[config.mk]
export PLATFORM = sky130hd
export DESIGN_NAME = chunked_body_decoder
export DESIGN_NICKNAME = d
export VERILOG_FILES = /design/src/rtl/core/cbd_pkg.sv /design/src/rtl/core/cbd_fifo.sv /design/src/rtl/core/cbd_front.sv /design/src/rtl/core/cbd_back.sv /design/src/rtl/core/chunked_body_decoder.sv
export SDC_FILE = /design/constraint.sdc
export NUM_CORES = 1
export LEC_CHECK = 0
export BUFFER_PORTS_ARGS = -buffer_cell sky130_fd_sc_hd__buf_2
export CORE_MARGIN = 3
export CORE_UTILIZATION = 56
export DETAILED_ROUTE_END_ITERATION = 12
export HOLD_SLACK_MARGIN = 0.02
export PLACE_DENSITY = 0.76
export SLEW_MARGIN = 20
export SYNTH_ARGS = -nofsm -noshare
export SYNTH_HDL_FRONTEND = slang
export SYNTH_HIERARCHICAL = 1
export SYNTH_SLANG_ARGS = --single-unit
[constraint.sdc]
create_clock -name clk -period 3.4 [get_ports clk]
set_input_delay 0.68 -clock clk [delete_from_list [all_inputs] [get_ports clk]]
set_output_delay 0.68 -clock clk [all_outputs]
set_load 0.02 [all_outputs]
[src/rtl/core/cbd_pkg.sv]
`default_nettype none

package cbd_pkg;

  localparam int LEN_BITS_DEF  = 32;
  localparam int TOKEN_DEPTH   = 4;
  localparam int RESULT_DEPTH  = 2;

  localparam logic [7:0] CHAR_LF = 8'h0A;
  localparam logic [7:0] CHAR_CR = 8'h0D;

  localparam logic [1:0] KIND_PAYLOAD = 2'd0;
  localparam logic [1:0] KIND_DONE    = 2'd1;
  localparam logic [1:0] KIND_ERROR   = 2'd2;

  // Byte classes produced by the front end.
  localparam logic [1:0] CLS_HEX   = 2'd0;
  localparam logic [1:0] CLS_CR    = 2'd1;
  localparam logic [1:0] CLS_LF    = 2'd2;
  localparam logic [1:0] CLS_OTHER = 2'd3;

  typedef struct packed {
    logic [7:0] data_byte;
    logic       body_start;
  } in_t;

  typedef struct packed {
    logic [7:0] out_byte;
    logic [1:0] out_kind;
  } out_t;

  typedef struct packed {
    logic [7:0] data_byte;
    logic       body_start;
    logic [1:0] cls;
    logic [3:0] hex_val;
  } tok_t;

endpackage

`default_nettype wire

[src/rtl/core/cbd_fifo.sv]
`default_nettype none

module cbd_fifo #(
  parameter type item_t = logic,
  parameter int  DEPTH  = 2
) (
  input  wire   clk,
  input  wire   rst_n,
  input  wire   push,
  input  item_t wr_data,
  output logic  full,
  input  wire   pop,
  output item_t rd_data,
  output logic  empty
);

  localparam int PTR_W = (DEPTH > 1) ? $clog2(DEPTH) : 1;
  localparam int CNT_W = $clog2(DEPTH + 1);

  item_t             mem_r [DEPTH];
  logic [PTR_W-1:0]  wr_ptr_r, wr_ptr_nxt;
  logic [PTR_W-1:0]  rd_ptr_r, rd_ptr_nxt;
  logic [CNT_W-1:0]  count_r, count_nxt;
  logic              do_push, do_pop;

  assign full    = (count_r == CNT_W'(DEPTH));
  assign empty   = (count_r == '0);
  assign do_push = push && !full;
  assign do_pop  = pop && !empty;
  assign rd_data = mem_r[rd_ptr_r];

  always_comb begin
    wr_ptr_nxt = wr_ptr_r;
    rd_ptr_nxt = rd_ptr_r;
    count_nxt  = count_r;
    if (do_push) begin
      wr_ptr_nxt = (wr_ptr_r == PTR_W'(DEPTH - 1)) ? '0 : wr_ptr_r + 1'b1;
    end
    if (do_pop) begin
      rd_ptr_nxt = (rd_ptr_r == PTR_W'(DEPTH - 1)) ? '0 : rd_ptr_r + 1'b1;
    end
    if (do_push && !do_pop) begin
      count_nxt = count_r + 1'b1;
    end else if (do_pop && !do_push) begin
      count_nxt = count_r - 1'b1;
    end
  end

  always_ff @(posedge clk) begin
    if (!rst_n) begin
      wr_ptr_r <= '0;
      rd_ptr_r <= '0;
      count_r  <= '0;
    end else begin
      wr_ptr_r <= wr_ptr_nxt;
      rd_ptr_r <= rd_ptr_nxt;
      count_r  <= count_nxt;
    end
  end

  always_ff @(posedge clk) begin
    if (do_push) begin
      mem_r[wr_ptr_r] <= wr_data;
    end
  end

endmodule

`default_nettype wire

[src/rtl/core/cbd_front.sv]
`default_nettype none

module cbd_front (
  input  cbd_pkg::in_t  in_data,
  output cbd_pkg::tok_t tok
);

  logic [7:0] b;

  assign b = in_data.data_byte;

  always_comb begin
    tok.data_byte  = b;
    tok.body_start = in_data.body_start;
    tok.cls        = cbd_pkg::CLS_OTHER;
    tok.hex_val    = 4'd0;
    if (b >= 8'h30 && b <= 8'h39) begin
      tok.cls     = cbd_pkg::CLS_HEX;
      tok.hex_val = 4'(b - 8'h30);
    end else if (b >= 8'h61 && b <= 8'h66) begin
      tok.cls     = cbd_pkg::CLS_HEX;
      tok.hex_val = 4'(b - 8'h57);
    end else if (b >= 8'h41 && b <= 8'h46) begin
      tok.cls     = cbd_pkg::CLS_HEX;
      tok.hex_val = 4'(b - 8'h37);
    end else if (b == cbd_pkg::CHAR_CR) begin
      tok.cls = cbd_pkg::CLS_CR;
    end else if (b == cbd_pkg::CHAR_LF) begin
      tok.cls = cbd_pkg::CLS_LF;
    end
  end

endmodule

`default_nettype wire

[src/rtl/core/cbd_back.sv]
`default_nettype none

module cbd_back #(
  parameter int LEN_BITS = cbd_pkg::LEN_BITS_DEF
) (
  input  wire           clk,
  input  wire           rst_n,
  input  wire           tok_valid,
  input  cbd_pkg::tok_t tok,
  output logic          tok_pop,
  input  wire           res_full,
  output logic          res_push,
  output cbd_pkg::out_t res
);

  localparam logic [1:0] PH_SIZE = 2'd0;
  localparam logic [1:0] PH_DATA = 2'd1;
  localparam logic [1:0] PH_SKIP = 2'd2;

  logic [1:0]          phase_r, phase_nxt;
  logic [LEN_BITS-1:0] remaining_r, remaining_nxt;
  logic                digit_seen_r, digit_seen_nxt;
  logic                cr_seen_r, cr_seen_nxt;
  logic                stopped_r, stopped_nxt;

  // The back end takes a token only when a result slot is guaranteed free.
  assign tok_pop = tok_valid && !res_full;

  always_comb begin
    phase_nxt      = phase_r;
    remaining_nxt  = remaining_r;
    digit_seen_nxt = digit_seen_r;
    cr_seen_nxt    = cr_seen_r;
    stopped_nxt    = stopped_r;
    res_push       = 1'b0;
    res.out_byte   = 8'd0;
    res.out_kind   = cbd_pkg::KIND_PAYLOAD;
    if (tok_pop) begin
      if (tok.body_start) begin
        phase_nxt      = PH_SIZE;
        remaining_nxt  = '0;
        digit_seen_nxt = 1'b0;
        cr_seen_nxt    = 1'b0;
        stopped_nxt    = 1'b0;
      end
      if (!stopped_nxt) begin
        unique case (phase_nxt)
          PH_DATA: begin
            remaining_nxt = remaining_nxt - 1'b1;
            if (remaining_nxt == '0) begin
              phase_nxt = PH_SKIP;
            end
            res_push     = 1'b1;
            res.out_byte = tok.data_byte;
            res.out_kind = cbd_pkg::KIND_PAYLOAD;
          end
          PH_SIZE: begin
            case (tok.cls)
              cbd_pkg::CLS_CR: begin
                if (cr_seen_nxt) begin
                  stopped_nxt  = 1'b1;
                  res_push     = 1'b1;
                  res.out_kind = cbd_pkg::KIND_ERROR;
                end else begin
                  cr_seen_nxt = 1'b1;
                end
              end
              cbd_pkg::CLS_LF: begin
                if (!digit_seen_nxt) begin
                  stopped_nxt  = 1'b1;
                  res_push     = 1'b1;
                  res.out_kind = cbd_pkg::KIND_ERROR;
                end else begin
                  digit_seen_nxt = 1'b0;
                  cr_seen_nxt    = 1'b0;
                  if (remaining_nxt == '0) begin
                    stopped_nxt  = 1'b1;
                    res_push     = 1'b1;
                    res.out_kind = cbd_pkg::KIND_DONE;
                  end else begin
                    phase_nxt = PH_DATA;
                  end
                end
              end
              cbd_pkg::CLS_HEX: begin
                // A digit after CR, or one that would shift bits out of the top, is an error.
                if (cr_seen_nxt || (remaining_nxt[LEN_BITS-1 -: 4] != 4'd0)) begin
                  stopped_nxt  = 1'b1;
                  res_push     = 1'b1;
                  res.out_kind = cbd_pkg::KIND_ERROR;
                end else begin
                  remaining_nxt  = {remaining_nxt[LEN_BITS-5:0], tok.hex_val};
                  digit_seen_nxt = 1'b1;
                end
              end
              default: begin
                stopped_nxt  = 1'b1;
                res_push     = 1'b1;
                res.out_kind = cbd_pkg::KIND_ERROR;
              end
            endcase
          end
          default: begin
            // Skipping to the end of the line after a payload.
            if (tok.cls == cbd_pkg::CLS_LF) begin
              phase_nxt      = PH_SIZE;
              remaining_nxt  = '0;
              digit_seen_nxt = 1'b0;
              cr_seen_nxt    = 1'b0;
            end
          end
        endcase
      end
    end
  end

  always_ff @(posedge clk) begin
    if (!rst_n) begin
      phase_r      <= PH_SIZE;
      remaining_r  <= '0;
      digit_seen_r <= 1'b0;
      cr_seen_r    <= 1'b0;
      stopped_r    <= 1'b0;
    end else begin
      phase_r      <= phase_nxt;
      remaining_r  <= remaining_nxt;
      digit_seen_r <= digit_seen_nxt;
      cr_seen_r    <= cr_seen_nxt;
      stopped_r    <= stopped_nxt;
    end
  end

endmodule

`default_nettype wire

[src/rtl/core/chunked_body_decoder.sv]
// Chunked body decoder: takes one byte of an HTTP chunked body per cycle and
// returns payload bytes, one completion result when a size line of value zero
// ends the body, or one error result on a malformed size line; after either,
// bytes are ignored until a byte marked body_start opens a new body. Both sides
// behave as queues: a byte is taken whenever in_full is low, one byte per cycle
// sustained; a byte waits in the token queue and its result in the result queue.
// The rate is set by the back-end state update, which handles one classified
// byte per cycle; a four-entry queue between byte classification and the state
// update and a two-entry result queue let either side stall without loss.
`default_nettype none

module chunked_body_decoder #(
  parameter int LEN_BITS = cbd_pkg::LEN_BITS_DEF
) (
  input  wire           clk,
  input  wire           rst_n,
  input  wire           in_push,
  input  cbd_pkg::in_t  in_data,
  output logic          in_full,
  input  wire           out_pop,
  output cbd_pkg::out_t out_data,
  output logic          out_empty
);

  cbd_pkg::tok_t tok_in;
  cbd_pkg::tok_t tok_out;
  logic          tok_empty;
  logic          tok_pop;
  cbd_pkg::out_t res;
  logic          res_push;
  logic          res_full;

  cbd_front u_front (
    .in_data (in_data),
    .tok     (tok_in)
  );

  cbd_fifo #(
    .item_t (cbd_pkg::tok_t),
    .DEPTH  (cbd_pkg::TOKEN_DEPTH)
  ) u_tok_fifo (
    .clk     (clk),
    .rst_n   (rst_n),
    .push    (in_push),
    .wr_data (tok_in),
    .full    (in_full),
    .pop     (tok_pop),
    .rd_data (tok_out),
    .empty   (tok_empty)
  );

  cbd_back #(
    .LEN_BITS (LEN_BITS)
  ) u_back (
    .clk       (clk),
    .rst_n     (rst_n),
    .tok_valid (!tok_empty),
    .tok       (tok_out),
    .tok_pop   (tok_pop),
    .res_full  (res_full),
    .res_push  (res_push),
    .res       (res)
  );

  cbd_fifo #(
    .item_t (cbd_pkg::out_t),
    .DEPTH  (cbd_pkg::RESULT_DEPTH)
  ) u_res_fifo (
    .clk     (clk),
    .rst_n   (rst_n),
    .push    (res_push),
    .wr_data (res),
    .full    (res_full),
    .pop     (out_pop),
    .rd_data (out_data),
    .empty   (out_empty)
  );

endmodule

`default_nettype wire

==> impl_metrics.toml <==
[run_status]
status = "finished, final reports clean"

[final_layout]
multiInputGateArea_mm2 = 0.00348
design_area_mm2 = 0.00817
fillerInstances = 921
syn_to_final_growth_pct = 13.0
num_antenna_cells = 0
layout.area.seq_mm2 = 0.00343
drive_gt1_frac = 0.202
final_nets = 728
instances_no_fill = 876

[floorplan]
start_util = 0.587
rows = 40
io_pins = 25
die_x_um = 120
core_mm2 = 0.0123
fp.dieH_um = 120
die_area_mm2 = 0.0143

[cts]
cts.sinks = 131
clk_pin_slew_ps = 60
holdBufCountCts = 0
cts_tree = "yes"
cts_buffers = 17
clockBufferDepth = 2
htreeDepth = 4
cts-root-buf = "clkbuf_16"
clk-insertion-delay-late_ps = 430

[timing]
setup_slack_ps = 120
holdWs_ps = 485
tightestPinTransition_ps = 848
slew_viol_final = 0
relSlewSlack = 0.434
fin_skew_ps = 9.59
setup_tns_ps = 0
finalHoldViolations = 0
post-route-min-period_ps = 3280
setup_viol_count_final = 0
fmax_mhz = 305
fin_crit_sh = 0.965

[grt]
antenna_found_initial = 0
grt_pass1_vias = 5650
track_usage = 0.252
grt_remaining_overflow = 0
grt_max_degree = 54
grt_pass1_wl_um = 28500

[min_path]
hp-class = "primary input to flip-flop"
hold_depth = 1

[setup_path]
worstPathArrival_ps = 3630
worstPathRequired_ps = 3750
start_kind = "flip-flop"
worstRegToRegCells = 14
worstSetupPathType = "flip-flop to flip-flop"
critPathCaptureType = "flip-flop"
path_max_fanout = 3

[yosys]
synth-compound-area-share = 0.144
seq_area_frac_synth = 0.473
ys.warnings.count = 6
syn-num-nets = 701
syn_inst = 668
synth_fa_ha_area_frac = 0.0356
synth_mux_area_frac = 0.0974
synth_seq_cells = 131
avgSynthCellArea_um2 = 10.8
async_flop_share = 0
ys.flop_type = "edfxtp_1"
synth_top_family_by_area = "simple AND/OR/NAND/NOR gates"
synth_area_mm2 = 0.00723
ys_types = 74
synth-edff-count = 80
synth_xor_area_frac = 0.0218
synthSimpleGateAreaFrac = 0.175

[routing]
first_pass_iters = 5
antenna_left = 0
dr_total_vias = 5601
viasPerCell = 6.39
drc = 0
drt_iter0_drc = 631
wl_per_cell_um = 20.0
wirelength_um = 17600

[placement]
dpl_worst_slack_ps = 109
dp_hpwl_um = 11500
dpl_cell_area_mm2 = 0.00756
place_congestion = 0.955
port_buffers = 24
dp_cells = 842

[pwr]
ir_drop_mv = 0.494
p_per_area_mw_per_mm2 = 677
p_leak_nw = 3.14

[flow_run]
drv_cap = 0
==> cells in the final DEF (no fill, tap or decap), types with 21 or more instances in the layout <==
master    count
nor2_1       32
nand2_1      35
o21ai_0      40
buf_2        24
a22oi_1      24
nor2b_1      34
nor4_1       21
edfxtp_1     80
dfxtp_1      49
buf_4        38
mux2i_1      22
==> worst max-delay path, stage by stage (launching register included) <==
cell      delay [ps]
dfxtp_2          320
or4_4            530
or4_4            440
o31ai_2          220
buf_4            160
nand4b_1         120
a21boi_1         200
o31ai_2          100
a21boi_2         200
inv_2             80
nor2_4           110
ha_4             140
xor2_1            70
or3_1            360
a21oi_1          150
==> report_power, final <==
part           switching [mW]  internal (mW)  total [mW]
registers               0.121           1.92        2.04
logic                    1.13          0.662        1.80
clock network           0.709          0.982        1.69
total                    1.96           3.57        5.53
==> synthesized netlist by cell type (19+ instances only) <==
library cell / instances / share of area
edfxtp_1: 80 / 0.33
dfxtp_1: 51 / 0.14
o21ai_0: 40 / 0.028
clkbuf_1: 35 / 0.018
nand2_1: 35 / 0.018
nor2b_1: 35 / 0.030
nor2_1: 33 / 0.017
a22oi_1: 24 / 0.025
mux2i_1: 22 / 0.030
a21oi_1: 21 / 0.015
nor4_1: 21 / 0.018
ha_1: 19 / 0.033
inv_1: 19 / 0.0099
==> per-layer routing <==
layer,track usage,vias to the layer above,part of all wire
met2,0.411,273,0.49
met3,0.0575,42,0.068
met1,0.321,2718,0.41
met4,0.117,0,0.028
li1,-,2568,-
met5,0,-,0
==> kinds of logic (layout without fill, tap and decap cells) <==
kind of cell	count (synthesis)	count (layout)
AOI/OAI and AO/OA	155	155
muxes	49	49
DFF	131	131
buffers and inverters	75	115
xor gates and xnor gates	18	18
adders and majority gates	20	20
and+or+nand+nor	220	220
==> stage by stage <==
step	util	power, mW
CTS	0.659	5.51
global route	0.664	5.79
detailed placement	0.614	3.80
floorplan	-	3.25
finish	0.664	5.53
global placement	0.614	3.72
==> layout make-up <==
class	instances	area share
clock buffer	20	0.0559
inverter	20	0.00919
timing repair buffer	63	0.0521
clock inverter	12	0.0118
sequential	131	0.419
tap	168	0.0257
multi-input combinational	462	0.426
==> flip-flops by register name, indices dropped and copies added, names as in the netlist, named ones only <==
signal and flops:
u_back/phase_r 2, u_back/cr_seen_r 1, u_tok_fifo/count_r 3, u_res_fifo/mem_r 20, u_tok_fifo/mem_r 60, u_tok_fifo/wr_ptr_r 2, u_res_fifo/rd_ptr_r 1, u_tok_fifo/rd_ptr_r 2
u_back/stopped_r 1, u_res_fifo/wr_ptr_r 1, u_back/digit_seen_r 1, u_back/remaining_r 32, u_res_fifo/count_r 2
==> worst paths after layout <==
check / endpoint / slack (ps) / from
setup / recovery: u_res_fifo/count_r[1]$_SDFFE_PN0P_ / 120 / u_back/remaining_r[20]$_SDFFE_PN0P_
hold / removal: u_tok_fifo/mem_r[0][6]$_DFFE_PP_ / 480 / in_data[0]
setup reg to reg: u_res_fifo/count_r[1]$_SDFFE_PN0P_ / 120 / u_back/remaining_r[20]$_SDFFE_PN0P_
hold reg to reg: u_tok_fifo/wr_ptr_r[1]$_SDFFE_PN0P_ / 510 / u_tok_fifo/wr_ptr_r[1]$_SDFFE_PN0P_
==> what timing repair did <==
item                                   in CTS  in global routing
resized for setup                           0                 10
setup endpoints to repair                   0                  2
endpoints found under the hold margin       0                  0
setup buffers                               0                  2
(Power assumes the default switching activity.)
